`src/design/c2p_pkg.sv`:
```
// Shared constants and the arctangent table for the cartesian-to-polar pipeline.
// No dependencies; every other design file imports this package.
package c2p_pkg;

    // Default configuration of the top level
    localparam int COORD_WIDTH_DEF = 16;
    localparam int ITERATIONS_DEF  = 16;

    // Fixed-point layout of the rotation datapath
    localparam int FRAC_BITS = 24;  // fraction bits of x and y
    localparam int GUARD_W   = 3;   // growth headroom of x and y
    localparam int ATAN_LEN  = 24;  // entries in the arctangent table
    localparam int Z_W       = 34;  // angle accumulator, units of pi/2^31

    // Result word fields
    localparam int RADIUS_W = 17;
    localparam int ANGLE_W  = 17;

    // Angle constants in accumulator units
    localparam logic signed [Z_W-1:0] Z_PI       = Z_W'(64'h0000_0000_8000_0000);
    localparam logic signed [Z_W-1:0] Z_HALF_LSB = Z_W'(64'h0000_0000_0000_8000);
    // Output angle limit, pi in units of pi/32768
    localparam logic signed [Z_W-1:0] ANGLE_LIMIT = Z_W'(64'h0000_0000_0000_8000);

    // atan(2^-i) in units of pi/2^31, rounded to nearest
    function automatic logic [Z_W-1:0] atan_entry(input int idx);
        logic [Z_W-1:0] val;
        begin
            case (idx)
                0:       val = Z_W'(536870912);
                1:       val = Z_W'(316933406);
                2:       val = Z_W'(167458907);
                3:       val = Z_W'(85004756);
                4:       val = Z_W'(42667331);
                5:       val = Z_W'(21354465);
                6:       val = Z_W'(10679838);
                7:       val = Z_W'(5340245);
                8:       val = Z_W'(2670163);
                9:       val = Z_W'(1335087);
                10:      val = Z_W'(667544);
                11:      val = Z_W'(333772);
                12:      val = Z_W'(166886);
                13:      val = Z_W'(83443);
                14:      val = Z_W'(41722);
                15:      val = Z_W'(20861);
                16:      val = Z_W'(10430);
                17:      val = Z_W'(5215);
                18:      val = Z_W'(2608);
                19:      val = Z_W'(1304);
                20:      val = Z_W'(652);
                21:      val = Z_W'(326);
                22:      val = Z_W'(163);
                23:      val = Z_W'(81);
                default: val = '0;
            endcase
            return val;
        end
    endfunction

endpackage

```
`src/design/c2p_cell.sv`:
```
// One cell of the row: a vectoring micro-rotation and one square-root digit, as DO_ROT and DO_ROOT enable.
// Depends on c2p_pkg.
module c2p_cell #(
    parameter int COORD_WIDTH = c2p_pkg::COORD_WIDTH_DEF,
    parameter int STEP        = 0,
    parameter bit DO_ROT      = 1'b1,
    parameter bit DO_ROOT     = 1'b1
) (
    input  logic                                                       aclk,
    input  logic                                                       aresetn,
    input  logic                                                       adv,
    input  logic                                                       in_valid,
    input  logic signed [COORD_WIDTH+c2p_pkg::FRAC_BITS+c2p_pkg::GUARD_W:0] in_x,
    input  logic signed [COORD_WIDTH+c2p_pkg::FRAC_BITS+c2p_pkg::GUARD_W:0] in_y,
    input  logic signed [c2p_pkg::Z_W-1:0]                             in_z,
    input  logic                                                       in_zero,
    input  logic [2*COORD_WIDTH+1:0]                                   in_n,
    input  logic [COORD_WIDTH+2:0]                                     in_r,
    input  logic [COORD_WIDTH:0]                                       in_q,
    output logic                                                       out_valid,
    output logic signed [COORD_WIDTH+c2p_pkg::FRAC_BITS+c2p_pkg::GUARD_W:0] out_x,
    output logic signed [COORD_WIDTH+c2p_pkg::FRAC_BITS+c2p_pkg::GUARD_W:0] out_y,
    output logic signed [c2p_pkg::Z_W-1:0]                             out_z,
    output logic                                                       out_zero,
    output logic [2*COORD_WIDTH+1:0]                                   out_n,
    output logic [COORD_WIDTH+2:0]                                     out_r,
    output logic [COORD_WIDTH:0]                                       out_q
);
    import c2p_pkg::*;

    localparam int DW = COORD_WIDTH + 1;
    localparam int W  = DW + FRAC_BITS + GUARD_W;
    localparam int NW = 2 * DW;   // radicand width
    localparam int SW = DW;       // root width
    localparam int RW = SW + 2;   // remainder width
    localparam logic [Z_W-1:0] ATAN_STEP = atan_entry(STEP);

    logic signed [W-1:0]   x_reg, y_reg, x_next, y_next;
    logic signed [Z_W-1:0] z_reg, z_next;
    logic                  zero_reg;
    logic [NW-1:0]         n_reg, n_next;
    logic [RW-1:0]         r_reg, r_next;
    logic [SW-1:0]         q_reg, q_next;
    logic                  valid_reg;

    logic signed [W-1:0] xs, ys;
    logic [RW-1:0]       r_sh, trial;
    logic                take;

    // Micro-rotation: drive y toward zero, floor shifts by STEP
    always_comb begin
        xs = in_x >>> STEP;
        ys = in_y >>> STEP;
        if (!DO_ROT) begin
            x_next = in_x;
            y_next = in_y;
            z_next = in_z;
        end else if (!in_y[W-1] && (in_y != '0)) begin
            x_next = in_x + ys;
            y_next = in_y - xs;
            z_next = in_z + $signed(ATAN_STEP);
        end else begin
            x_next = in_x - ys;
            y_next = in_y + xs;
            z_next = in_z - $signed(ATAN_STEP);
        end
    end

    // Root digit: bring down two radicand bits, try q*4+1
    always_comb begin
        r_sh  = {in_r[RW-3:0], in_n[NW-1:NW-2]};
        trial = {in_q, 2'b01};
        take  = (r_sh >= trial);
        if (!DO_ROOT) begin
            r_next = in_r;
            q_next = in_q;
            n_next = in_n;
        end else begin
            r_next = take ? (r_sh - trial) : r_sh;
            q_next = {in_q[SW-2:0], take};
            n_next = {in_n[NW-3:0], 2'b00};
        end
    end

    // Advance payload
    always_ff @(posedge aclk) begin
        if (adv) begin
            x_reg    <= x_next;
            y_reg    <= y_next;
            z_reg    <= z_next;
            zero_reg <= in_zero;
            n_reg    <= n_next;
            r_reg    <= r_next;
            q_reg    <= q_next;
        end
    end

    // Advance the valid bit
    always_ff @(posedge aclk) begin
        if (!aresetn) begin
            valid_reg <= 1'b0;
        end else if (adv) begin
            valid_reg <= in_valid;
        end
    end

    assign out_valid = valid_reg;
    assign out_x     = x_reg;
    assign out_y     = y_reg;
    assign out_z     = z_reg;
    assign out_zero  = zero_reg;
    assign out_n     = n_reg;
    assign out_r     = r_reg;
    assign out_q     = q_reg;

endmodule

```
`config.mk`:
```
export PLATFORM = sky130hd
export DESIGN_NAME = c2p_cell
export DESIGN_NICKNAME = d
export VERILOG_FILES = /design/src/design/c2p_pkg.sv /design/src/design/c2p_cell.sv
export SDC_FILE = /design/constraint.sdc
export NUM_CORES = 1
export LEC_CHECK = 0
export BUFFER_PORTS_ARGS = -buffer_cell sky130_fd_sc_hd__clkbuf_2
export CAP_MARGIN = 10
export CELL_PAD_IN_SITES_DETAIL_PLACEMENT = 0
export CELL_PAD_IN_SITES_GLOBAL_PLACEMENT = 1
export CORE_AREA = 2 2 199 181
export CTS_CLUSTER_SIZE = 25
export DETAILED_ROUTE_END_ITERATION = 10
export DIE_AREA = 0 0 201 183
export PLACE_DENSITY_LB_ADDON = 0.1
export SYNTH_ARGS = -nofsm -noshare
export SYNTH_HDL_FRONTEND = slang
export SYNTH_SLANG_ARGS = --single-unit
```
`constraint.sdc`:
```
create_clock -name aclk -period 7.71 [get_ports aclk]
set_clock_uncertainty 0.1 [all_clocks]
set_input_delay 1.9275 -clock aclk [delete_from_list [all_inputs] [get_ports aclk]]
set_output_delay 1.9275 -clock aclk [all_outputs]
set_load 0.02 [all_outputs]
```
==> summary.md, run 1 <==
| Metric | Value |
|---|---|
| Post-cts repair resize count | `0` |
| Area Growth Syn to Fin | `19.4%` |
| Clock power frac | `0.265` |
| FMAX | `174 MHz` |
| Slew Limit Fails | `0` |
| Total power | `3510 uW` |
| Largest net degree at the start of global routing | `126` |
| Remaining Overflow, GRT | `0` |
| Logic pwr share | `0.350` |
| Quantity of I/O buffers inserted on ports | `386` |
| Primary FF master, synth | `edfxtp_1` |
| Hold Crit Start | `out_valid` |
| Unrepaired setup endpoints after global routing | `false` |
| Die X-Extent | `201 um` |
| Worst-path clk slew | `approximately 0.08 ns` |
| Worst setup EP type | `register` |
| Power Internal | `2200 uW` |
| Post-layout util | `0.519` |
| Mapped Area | `15,100 um^2` |
| # setup viols final | `0` |
| Mean Syn Cell Area | `9.44 um^2` |
| VDD IR max | `between 0.15 and 0.2 mV` |
| Max cap viols | `0` |
| CP required | `7.81 ns` |
| Fillers | `3,339` |
| Register area | `5730 um^2` |
| Crit Path Max Fanout | `17` |
| Vias in the first global route | `13,178` |
| Crit. Startpoint | `in_x[18]` |
| Area occupied by multi-input gates | `between 8000 and 9000 um^2` |
| Die area | `approximately 37,000 um^2` |
| Sw Share | `0.373` |
| # hold bufs at CTS | `0` |
| Sequential Power Share | `0.385` |
| Die Ht | `183 um` |
| Pre-Repair DR Iteration Count | `5` |
| GR Util All Layers | `0.279` |
| CTS tree | `yes` |
| Worst slew margin | `0.292` |
| Final ANT Viol Nets | `0` |
| NetSw | `1310 uW` |
| Status | `finished, final reports clean` |
| Minimum clock period | `~5.7 ns` |
| Fraction of layout cells with a size suffix above 1 | `0.237` |
| HP Class | `register to register` |
| Worst Tran Pin Value | `1.05 ns` |
| Via count | `approximately 14,000` |
| Post-synth ARST share | `0` |
| First-pass GRT wire length | `78.2 mm` |
| CTS root buf | `clkbuf_16` |
| CTS HTree Levels | `4` |
| Synthesized netlist cell count | `1,598` |
| Hpwl dp | `42.1 mm` |
| WS Path Type | `input pin to register` |
| YS warnings | `0` |
| Drt initial violations | `1,181` |
| Period utilisation layout | `0.745` |
| Total CTS buffers | `17` |
| Initial Utilization | `0.434` |
| Post-Route WL | `around 52 mm` |
| Clk_lat worst skew | `0.46 ns` |
| Core footprint | `34,700 um^2` |
| Startpoint type of the worst setup path | `input pin` |
| Ports | `391` |
| Row count | `65` |
| Critical Path AT | `5.84 ns` |
| Sequential share of the synthesized area | `0.380` |
| RD Place Congestion | `roughly 0.93` |
| Post-synthesis sequential element count | `191` |
| CTS Sinks | `roughly 190` |
| Post-synth EDFFs | `190` |
| Post-CTS setup buffer count | `0` |
| Final hold vios | `0` |
| Initial antenna violation count | `4` |
| Clock tree buffer depth | `2` |
| Vias per cell | `5.62` |
| PD cells | `195 nW/um^2` |
| Wirelength per Cell | `21.6 um` |
| TNS Setup | `0 ns` |
| Final nets | `~2,300` |
| DRC viols | `0` |
| Leakage | `0.00808 uW` |
| Synth unique cells | `82` |
| RR Startpoint | `out_valid` |
-- power by group through the flow --
stage	clock network, uW	registers (uW)	logic [uW]
floorplan	0	1550	602
global placement	0	1370	1210
detailed placement	0	1380	1220
CTS	953	1350	1220
global route	991	1360	1320
finish	933	1350	1230
-- cells by family after synthesis --
logic type,share of synthesized area
fa+ha+maj,0.143
compound gates,0.227
flops,0.380
other cells,0.000249
mux,0.0219
simple gates,0.107
buf+inv,0.0604
xor+xnor,0.0610
-- layer usage --
metal | routed length, um | vias up | track usage
met5 | 31 | - | 0
met4 | 1510 | 6 | 0.0907
met3 | 3480 | 80 | 0.0556
met2 | 24200 | 522 | 0.454
met1 | 23200 | 6553 | 0.372
li1 | - | 6485 | -
-- Yosys cell counts (all sizes together) (18+ instances only) --
cell / number / share of area
nand3: 21 / 0.0070
nor4: 27 / 0.011
nand4: 26 / 0.011
xnor2: 92 / 0.053
mux2i: 24 / 0.016
buf: 35 / 0.012
nor2: 113 / 0.028
o31ai: 18 / 0.0090
inv: 160 / 0.040
clkbuf: 31 / 0.0077
a21o: 33 / 0.016
a21oi: 203 / 0.068
nor3: 18 / 0.0060
o21ai: 101 / 0.034
edfxtp: 190 / 0.38
o21bai: 37 / 0.018
nand2: 78 / 0.019
ha: 166 / 0.14
-- cell type report --
type / instances / area share
clock inverter: 15 / 0.0109
multi-input combinational: 1180 / 0.470
sequential: 191 / 0.318
timing repair buffer: 393 / 0.111
tap: 469 / 0.0326
antenna: 1 / 0.000139
clock buffer: 17 / 0.0236
inverter: 162 / 0.0338
-- worst paths after layout --
check,endpoint,slack [ns],cells past startpoint
max,out_x[40],1.97,12
min,out_valid,0.43,2
max reg2reg,out_valid,7.02,2
min reg2reg,out_valid,0.43,2
-- cells in the final DEF (no fill, tap or decap), drive strengths merged, types with 5 or more instances in the layout --
cell type and count:
o21ai 101, nor2b 14, mux2i 24, xor2 13, a21o 33, nand3 21, a2111oi 8, o311ai 5
and3 5, nor3 18, a21oi 203, o31a 5, buf 7, o31ai 18, mux2 8, a21boi 10
nor4 27, nand4 26, nor2 113, o21a 17, inv 164, clkinv 11, a31o 5, or2 7
o211ai 15, a221oi 6, and2 6, a31oi 15, nand2 78, ha 166, o21bai 37, edfxtp 190
a211oi 10, nand2b 8, xnor2 92, clkbuf 403
-- per-stage QoR --
step	setup WS, ns	cell area [um^2]	hold WS, ns	instances
after floorplan	2.96	15100	0.489	1599
after global placement	1.67	17400	0.403	2395
after detailed placement	1.68	17400	0.416	2395
after CTS	2.18	18000	0.430	2427
after global routing	1.94	18000	0.503	2428
final	1.97	18000	0.425	2428
-- sequential cells by signal (all words and copies together) (netlist names) --
name and flops:
out_x 43, out_y 44, out_z 34, out_r 19
out_n 32, out_valid 1, out_zero 1, out_q 17
-- critical path, cell delays in order --
cell and delay, ns:
clkbuf_2 0.13, inv_1 0.07, ha_1 0.66, nand2_1 0.23, nor4_1 0.56, inv_1 0.17
o311ai_0 0.92, a211oi_1 0.31, o211ai_1 0.39, a221o_1 0.20, o21ai_0 0.10, xnor2_1 0.17
Note: power is estimated with default switching activity, not from simulation.
==> run 2, diff against run 1 <==
--- a/config.mk
+++ b/config.mk
@@ -5,14 +5,15 @@
 export SDC_FILE = /design/constraint.sdc
 export NUM_CORES = 1
 export LEC_CHECK = 0
+export ABC_AREA = 1
 export BUFFER_PORTS_ARGS = -buffer_cell sky130_fd_sc_hd__clkbuf_2
 export CAP_MARGIN = 10
 export CELL_PAD_IN_SITES_DETAIL_PLACEMENT = 0
 export CELL_PAD_IN_SITES_GLOBAL_PLACEMENT = 1
-export CORE_AREA = 2 2 199 181
+export CORE_AREA = 2 2 245 223
 export CTS_CLUSTER_SIZE = 25
 export DETAILED_ROUTE_END_ITERATION = 10
-export DIE_AREA = 0 0 201 183
+export DIE_AREA = 0 0 247 225
 export PLACE_DENSITY_LB_ADDON = 0.1
 export SYNTH_ARGS = -nofsm -noshare
 export SYNTH_HDL_FRONTEND = slang
==> constraint.sdc (replaced) <==
create_clock -name aclk -period 4.9 [get_ports aclk]
set_clock_uncertainty 0.1 [all_clocks]
set_input_delay 1.225 -clock aclk [delete_from_list [all_inputs] [get_ports aclk]]
set_output_delay 1.225 -clock aclk [all_outputs]
set_load 0.02 [all_outputs]
==> summary.md, run 2 <==
| Metric | Value |
|---|---|
| Status | `finished, final reports clean (unchanged)` |
| R2r worst-path depth | `2 (unchanged)` |
| Mean Syn Cell Area | `6.70 um^2 (was 9.44 um^2)` |
| Fraction of layout cells with a size suffix above 1 | `0.171 (was 0.237)` |
| FMAX | `about 270 MHz` |
| DP Worst Slack | `0.641 ns (was 1.68 ns)` |
| Critical Path AT | `3.84 ns (was 5.84 ns)` |
| Row count | `80 (was 65)` |
| Mux cell area share after synthesis | `0 (was 0.0219)` |
| Non-filler cells, final | `3,906 (was 2,428)` |
| Layer with the highest usage | `met2 (unchanged)` |
| Core footprint | `52,800 um^2 (was 34,700 um^2)` |
| GR Layer Usage met1 | `0.358 (was 0.372)` |
| Slew Limit Fails | `0 (unchanged)` |
| NetSw | `2500 uW (was 1310 uW)` |
| Leakage | `0.0119 uW (was 0.00808 uW)` |
| Post-synthesis sequential element count | `191 (unchanged)` |
| Crit Path Max Fanout | `6 (was 17)` |
| Post-synth EDFFs | `190 (unchanged)` |
| Unrepaired setup endpoints after global routing | `false (unchanged)` |
| Clk_lat worst skew | `0.50 ns (was 0.46 ns)` |
| Sequential share of the synthesized area | `0.302 (was 0.380)` |
| CTS root buf | `clkbuf_16 (unchanged)` |
| Worst setup EP type | `register (unchanged)` |
| Sequential Power Share | `0.352 (was 0.385)` |
| RR Startpoint | `out_valid (unchanged)` |
| Logic pwr share | `0.390 (was 0.350)` |
| HP Class | `register to register (unchanged)` |
| Clock tree buffer depth | `2 (unchanged)` |
| CTS HTree Levels | `4 (unchanged)` |
| Via count | `19,048 (was 13,646)` |
| Total CTS buffers | `17 (unchanged)` |
| R2R Setup Slk | `4.13 ns (was 7.02 ns)` |
| Post-Route WL | `75.7 mm (was 52.3 mm)` |
| Worst Tran Pin Value | `0.998 ns (was 1.05 ns)` |
| Die X-Extent | `247 um (was 201 um)` |
| RD Place Congestion | `0.959 (was 0.931)` |
| Startpoint type of the worst setup path | `input pin (unchanged)` |
| Max cap viols | `0 (unchanged)` |
| Quantity of I/O buffers inserted on ports | `386 (unchanged)` |
| Mapped Area | `19,000 um^2 (was 15,100 um^2)` |
| Vias in the first global route | `18,621 (was 13,178)` |
| Synthesized netlist cell count | `2,831 (was 1,598)` |
| Vias per cell | `4.88 (was 5.62)` |
| End of the worst register-to-register path | `out_valid (unchanged)` |
| Post-Synth Adder-Cell Area | `0.114 (was 0.143)` |
| Synth unique cells | `47 (was 82)` |
| Drt initial violations | `1,243 (was 1,181)` |
| Most frequent cells in the layout | `nand2_1 (956), inv_1 (480), clkbuf_2 (385), nand3_1 (243), nor2_1 (225) (was clkbuf_2 (385), a21oi_1 (202), edfxtp_1 (190), ha_1 (166), inv_1 (158))` |
| # setup viols final | `0 (unchanged)` |
| Number of flip-flops under the largest register name | `44 (unchanged)` |
| Area leader, netlist | `edfxtp_1 (unchanged)` |
| Hold Crit Start | `out_valid (unchanged)` |
| Hold path cells | `2 (unchanged)` |
| Worst slew margin | `0.333 (was 0.292)` |
| Post-synth top cells | `nand2_1 (956), inv_1 (480), nand3_1 (243), nor2_1 (225), edfxtp_1 (190) (was a21oi_1 (202), edfxtp_1 (190), ha_1 (166), inv_1 (158), nor2_1 (113))` |
| Hpwl dp | `65.6 mm (was 42.1 mm)` |
| Max incr delay on CP | `0.51 ns (was 0.92 ns)` |
| Ports | `391 (unchanged)` |
| Final hold vios | `0 (unchanged)` |
| Wirelength per Cell | `19.4 um (was 21.6 um)` |
| DRC viols | `0 (unchanged)` |
| Area Growth Syn to Fin | `16.7% (was 19.4%)` |
| CP required | `5.04 ns (was 7.81 ns)` |
| Largest net degree at the start of global routing | `85 (was 126)` |
| Remaining Overflow, GRT | `0 (unchanged)` |
| Synth top area share | `0.301 (was 0.378)` |
| Period utilisation layout | `0.755` |
| Minimum clock period | `3.70 ns` |
| CP max-delay cell | `fa_1 (was o311ai_0)` |
| Die area | `55,600 um^2 (was 36,800 um^2)` |
| Post-synthesis compound-gate area fraction | `0.0815 (was 0.227)` |
| Pre-Repair DR Iteration Count | `8 (was 5)` |
| TNS Setup | `0 ns (unchanged)` |
| Worst-path clk slew | `0.09 ns (was 0.08 ns)` |
| Largest family of logic cells by synthesized area | `simple AND/OR/NAND/NOR gates (was compound AO/OA/AOI/OAI gates)` |
| DP Cell Count | `3,872 (was 2,395)` |
| Post-cts repair resize count | `0 (unchanged)` |
| Initial Utilization | `0.360 (was 0.434)` |
| Worst setup margin | `1.20 ns (was 1.97 ns)` |
| PD cells | `268 nW/um^2 (was 195 nW/um^2)` |
| GR Util All Layers | `0.271 (was 0.279)` |
| Post-layout util | `0.420 (was 0.519)` |
| Primary FF master, synth | `edfxtp_1 (unchanged)` |
| Post-synth ARST share | `0 (unchanged)` |
| CTS tree | `yes (unchanged)` |
| Fin Hold WS | `0.469 ns (was 0.425 ns)` |
| Min-Delay Endpoint | `out_valid (unchanged)` |
| Most frequent CP cell | `nand3_1 (was inv_1)` |
| Simple-Gate Fraction of Synth Area | `0.354 (was 0.107)` |
| VDD IR max | `0.258 mV (was 0.166 mV)` |
| Commonest non-fill, non-tap cell in the layout | `nand2_1 (was clkbuf_2)` |
| Post-Synth XOR/XNOR Area | `0.0245 (was 0.0610)` |
| Met3 Use GR | `0.0427 (was 0.0556)` |
| Top-count cell post-synth | `nand2_1 (was a21oi_1)` |
| Post-CTS setup buffer count | `0 (unchanged)` |
| YS warnings | `0 (unchanged)` |
| Final nets | `3,561 (was 2,312)` |
| Initial antenna violation count | `4 (unchanged)` |
| Met2 Resource Use GR | `0.450 (was 0.454)` |
| Clock power frac | `0.259 (was 0.265)` |
| Power Internal | `3440 uW (was 2200 uW)` |
| First-pass GRT wire length | `111 mm (was 78.2 mm)` |
| Cells along the critical path | `clkbuf_2 -> inv_1 -> ha_1 -> fa_1 -> inv_1 -> nand3_1 -> nand3_1 -> a21oi_2 -> o21ai_2 -> nand2_1 -> nand3_1 -> nand3_1 -> nand2_1 (was clkbuf_2 -> inv_1 -> ha_1 -> nand2_1 -> nor4_1 -> inv_1 -> o311ai_0 -> a211oi_1 -> o211ai_1 -> a221o_1 -> o21ai_0 -> xnor2_1)` |
| Largest cells by area after synthesis | `edfxtp_1 (30%), nand2_1 (19%), ha_1 (11%) (was edfxtp_1 (38%), ha_1 (14%), a21oi_1 (6.7%))` |
| Final ANT Viol Nets | `0 (unchanged)` |
| # hold bufs at CTS | `0 (unchanged)` |
| WS Path Type | `input pin to register (unchanged)` |
| Die Ht | `225 um (was 183 um)` |
| Sw Share | `0.421 (was 0.373)` |
| CTS Sinks | `191 (unchanged)` |
[run 2: changes by cell type in the layout (fill, tap and decap cells not counted), moves of 24 or more]
cell,previous run,this run
a21o_1,33,3
a21oi_1,202,145
inv_1,158,480
mux2i_1,24,0
nand2_1,78,956
nand3_1,21,243
nor2_1,112,225
nor2_2,0,39
o21ai_0,98,70
xnor2_1,92,12
xor2_1,13,41
[run 2: kinds of logic (layout without fill, tap and decap cells)]
kind of cell | count (synthesis) | after routing
buf+inv | 555 | 930
other cells | 1 | 4
xor+xnor | 53 | 53
flops | 191 | 191
compound gates | 278 | 278
simple gates | 1583 | 1583
fa+ha+maj | 170 | 170
[run 2: routing by layer]
layer / wire [um] / up-vias / part of all wire
met1: 34500 / 8741 / 0.46
met3: 4250 / 91 / 0.056
li1: - / 9637 / -
met2: 34800 / 575 / 0.46
met4: 2100 / 4 / 0.028
met5: 24 / - / 0.00032
[run 2: worst max path at each step]
stage,slack (ns),end,depth (start not counted),from
after floorplan,1.70,out_z[33],11,in_y[42]
after global routing,1.10,out_z[32],11,in_y[31]
after detailed placement,0.64,out_z[32],11,in_y[31]
final,1.20,out_y[32],13,in_y[0]
after CTS,1.16,out_z[32],11,in_y[31]
after global placement,0.61,out_z[32],11,in_y[31]
[run 2: power groups by stage]
stage	Combinational (uW)	Clock, uW	Sequential [uW]
floorplan	1220	0	2370
global placement	2290	0	2120
detailed placement	2300	0	2130
CTS	2310	1580	2090
global route	2550	1640	2110
finish	2310	1540	2090
[run 2: area by class of cell]
type / instances / area, um^2
inverters: 490 / 1840
fillers: 5721 / 30600
repair buffers: 408 / 2130
clock buffers: 17 / 425
flip-flops and latches: 191 / 5730
well taps: 697 / 872
clock inverters: 15 / 228
diodes: 2 / 5.00
multi-input cells: 2086 / 10900
[run 2: metrics by stage]
step	power [uW]	area [um^2]
2_1_floorplan	3590	19000
3_3_place_gp	4410	21500
3_5_place_dp	4420	21500
4_1_cts	5980	22100
5_1_grt	6290	22100
6_report	5940	22100
[run 2: worst max-delay path, delay by kind of cell]
kind / cells / cell delay, ns
adders and majority gates: 2 / 0.89
and+or+nand+nor: 6 / 0.72
AOI/OAI and AO/OA: 2 / 0.64
buffers and inverters: 3 / 0.36
==> run 3, diff against run 2 <==
--- a/config.mk
+++ b/config.mk
@@ -5,15 +5,15 @@
 export SDC_FILE = /design/constraint.sdc
 export NUM_CORES = 1
 export LEC_CHECK = 0
-export ABC_AREA = 1
+export ABC_AREA = 0
 export BUFFER_PORTS_ARGS = -buffer_cell sky130_fd_sc_hd__clkbuf_2
 export CAP_MARGIN = 10
 export CELL_PAD_IN_SITES_DETAIL_PLACEMENT = 0
 export CELL_PAD_IN_SITES_GLOBAL_PLACEMENT = 1
-export CORE_AREA = 2 2 245 223
+export CORE_AREA = 2 2 216 197
 export CTS_CLUSTER_SIZE = 25
 export DETAILED_ROUTE_END_ITERATION = 10
-export DIE_AREA = 0 0 247 225
+export DIE_AREA = 0 0 218 199
 export PLACE_DENSITY_LB_ADDON = 0.1
 export SYNTH_ARGS = -nofsm -noshare
 export SYNTH_HDL_FRONTEND = slang
==> constraint.sdc (replaced) <==
create_clock -name aclk -period 3.04 [get_ports aclk]
set_clock_uncertainty 0.1 [all_clocks]
set_input_delay 0.76 -clock aclk [delete_from_list [all_inputs] [get_ports aclk]]
set_output_delay 0.76 -clock aclk [all_outputs]
set_load 0.02 [all_outputs]
==> summary.md, run 3 (synthesized netlist as in run 1, its figures left out) <==
| Metric | Value |
|---|---|
| Status | `finished, violations left (was finished, final reports clean)` |
| Failing checks | `setup timing` |
| Quantity of I/O buffers inserted on ports | `386 (unchanged)` |
| Area Growth Syn to Fin | `62.9% (was 16.7%)` |
| Remaining Overflow, GRT | `0 (unchanged)` |
| # setup viols final | `34 (was 0)` |
| Slew Limit Fails | `0 (unchanged)` |
| Startpoint type of the worst setup path | `input pin (unchanged)` |
| Worst setup margin | `-0.359 ns (was 1.20 ns)` |
| FMAX | `between 200 and 300 MHz` |
| CP required | `3.19 ns (was 5.04 ns)` |
| PD cells | `423 nW/um^2 (was 268 nW/um^2)` |
| Number of flip-flops under the largest register name | `44 (unchanged)` |
| Final ANT Viol Nets | `0 (unchanged)` |
| Non-filler cells, final | `3,106 (was 3,906)` |
| End of the worst register-to-register path | `out_valid (unchanged)` |
| Post-Route WL | `63.3 mm (was 75.7 mm)` |
| Largest net degree at the start of global routing | `52 (was 85)` |
| Most frequent cells in the layout | `buf_4 (557), clkbuf_2 (372), edfxtp_1 (190), a21oi_1 (156), inv_1 (142) (was nand2_1 (956), inv_1 (480), clkbuf_2 (385), nand3_1 (243), nor2_1 (225))` |
| Crit Path Max Fanout | `5 (was 6)` |
| Initial Utilization | `0.366 (was 0.360)` |
| CTS HTree Levels | `4 (unchanged)` |
| Critical path destination | `out_y[36] (was out_y[32])` |
| HP Class | `input pin to register (was register to register)` |
| Worst Tran Pin Value | `0.775 ns (was 0.998 ns)` |
| Hold path cells | `1 (was 2)` |
| VDD IR max | `0.486 mV (was 0.258 mV)` |
| CTS root buf | `clkbuf_16 (unchanged)` |
| Worst slew margin | `0.478 (was 0.333)` |
| Fraction of layout cells with a size suffix above 1 | `0.506 (was 0.171)` |
| Max cap viols | `0 (unchanged)` |
| Total CTS buffers | `17 (unchanged)` |
| Via count | `15,817 (was 19,048)` |
| Clock tree buffer depth | `2 (unchanged)` |
| Ports | `391 (unchanged)` |
| R2R Setup Slk | `2.34 ns (was 4.13 ns)` |
| Initial antenna violation count | `4 (unchanged)` |
| WS Path Type | `input pin to register (unchanged)` |
| Final hold vios | `0 (unchanged)` |
| Drt initial violations | `872 (was 1,243)` |
| Worst setup EP type | `register (unchanged)` |
| Core footprint | `41,200 um^2 (was 52,800 um^2)` |
| Final nets | `2,911 (was 3,561)` |
| Commonest non-fill, non-tap cell in the layout | `buf_4 (was nand2_1)` |
| Hpwl dp | `52.5 mm (was 65.6 mm)` |
| Unrepaired setup endpoints after global routing | `true (was false)` |
| DP Cell Count | `3,031 (was 3,872)` |
| Clk_lat worst skew | `0.49 ns (was 0.50 ns)` |
| Pre-Repair DR Iteration Count | `5 (was 8)` |
| Vias per cell | `5.09 (was 4.88)` |
| R2r worst-path depth | `2 (unchanged)` |
| Wirelength per Cell | `20.4 um (was 19.4 um)` |
| DRC viols | `0 (unchanged)` |
| Period utilisation layout | `1.12` |
| CTS Sinks | `191 (unchanged)` |
| Row count | `71 (was 80)` |
| Vias in the first global route | `15,574 (was 18,621)` |
| Minimum clock period | `3.40 ns` |
| CTS tree | `yes (unchanged)` |
| Critical Path AT | `3.55 ns (was 3.84 ns)` |
| RR Startpoint | `out_valid (unchanged)` |
| RD Place Congestion | `0.943 (was 0.959)` |
| Die Ht | `199 um (was 225 um)` |
| Die area | `43,400 um^2 (was 55,600 um^2)` |
| Leakage | `0.0113 uW (was 0.0119 uW)` |
| Crit. Startpoint | `in_y[8] (was in_y[0])` |
| GR Util All Layers | `0.283 (was 0.271)` |
| Hold Crit Start | `in_z[8] (was out_valid)` |
| Worst-path clk slew | `0.08 ns (was 0.09 ns)` |
| Fin Hold WS | `0.341 ns (was 0.469 ns)` |
| First-pass GRT wire length | `91.8 mm (was 111 mm)` |
| Die X-Extent | `218 um (was 247 um)` |
## run 3: changes by cell type in the layout (fill, tap and decap cells not counted), sizes merged, moves of 18 or more
cell,change
a21oi,+49
nor2,-155
buf,+594
xnor2,+80
xor2,-28
inv,-334
o31ai,+18
nand2,-903
mux2i,+24
nor4,+18
nand3,-231
a21o,+30
## run 3: final cells by class
| type | instances | area, um^2 |
|---|---|---|
| Clock inverter | 14 | 149 |
| Sequential cell | 191 | 5730 |
| Multi-Input combinational cell | 1180 | 10100 |
| Tap cell | 547 | 684 |
| Inverter | 162 | 623 |
| Antenna cell | 3 | 7.51 |
| Fill cell | 3705 | 16600 |
| Clock buffer | 17 | 425 |
| Timing Repair Buffer | 992 | 6870 |
## run 3: worst min-delay path by stage
stage / to / slack [ns]
detailed placement: out_valid / 0.42
global placement: out_valid / 0.40
CTS: out_z[11] / 0.31
floorplan: out_valid / 0.49
global route: out_n[27] / 0.32
finish: out_z[8] / 0.34
## run 3: repair_timing
| item | in CTS | in global routing |
|---|---|---|
| buffers inserted | 18 | 34 |
| hold buffers | 0 | 0 |
| pin swaps | 87 | 94 |
| endpoints found under the setup margin | 52 | 76 |
| gates resized for setup | 172 | 184 |
## run 3: power breakdown
part	internal [uW]	leakage [uW]	switching, uW
combinational	2080	0.00919	2590
sequential	3340	0.00187	113
clock	1090	0.000276	1180
total	6510	0.0113	3870
## run 3: routing by layer
| metal | part of all wire | global-route usage | vias up |
|---|---|---|---|
| met5 | 0.00021 | 0 | - |
| met3 | 0.056 | 0.0554 | 69 |
| met4 | 0.025 | 0.0922 | 2 |
| li1 | - | - | 7717 |
| met1 | 0.45 | 0.376 | 7570 |
| met2 | 0.47 | 0.463 | 459 |
## run 3: critical path, stage by stage
cell and delay, ns:
clkbuf_16 0.13, ha_4 0.26, or4_4 0.59, nor2_4 0.18, o31ai_4 0.11, o311a_4 0.17
o311ai_4 0.26, a31oi_4 0.20, o41a_1 0.42, o21ai_2 0.20, mux2i_1 0.11, xor2_1 0.15
## run 3: metrics by stage
step / util / power [uW] / setup TNS, ns / cell area (um^2) / setup WS [ns]
2_1_floorplan: - / 5560 / -8.00 / 15500 / -0.471
3_3_place_gp: 0.537 / 7630 / -59.75 / 22100 / -1.10
3_5_place_dp: 0.537 / 7640 / -61.66 / 22100 / -1.15
4_1_cts: 0.572 / 10200 / -5.80 / 23600 / -0.294
5_1_grt: 0.596 / 10900 / -8.56 / 24600 / -0.406
6_report: 0.596 / 10400 / -6.71 / 24600 / -0.359
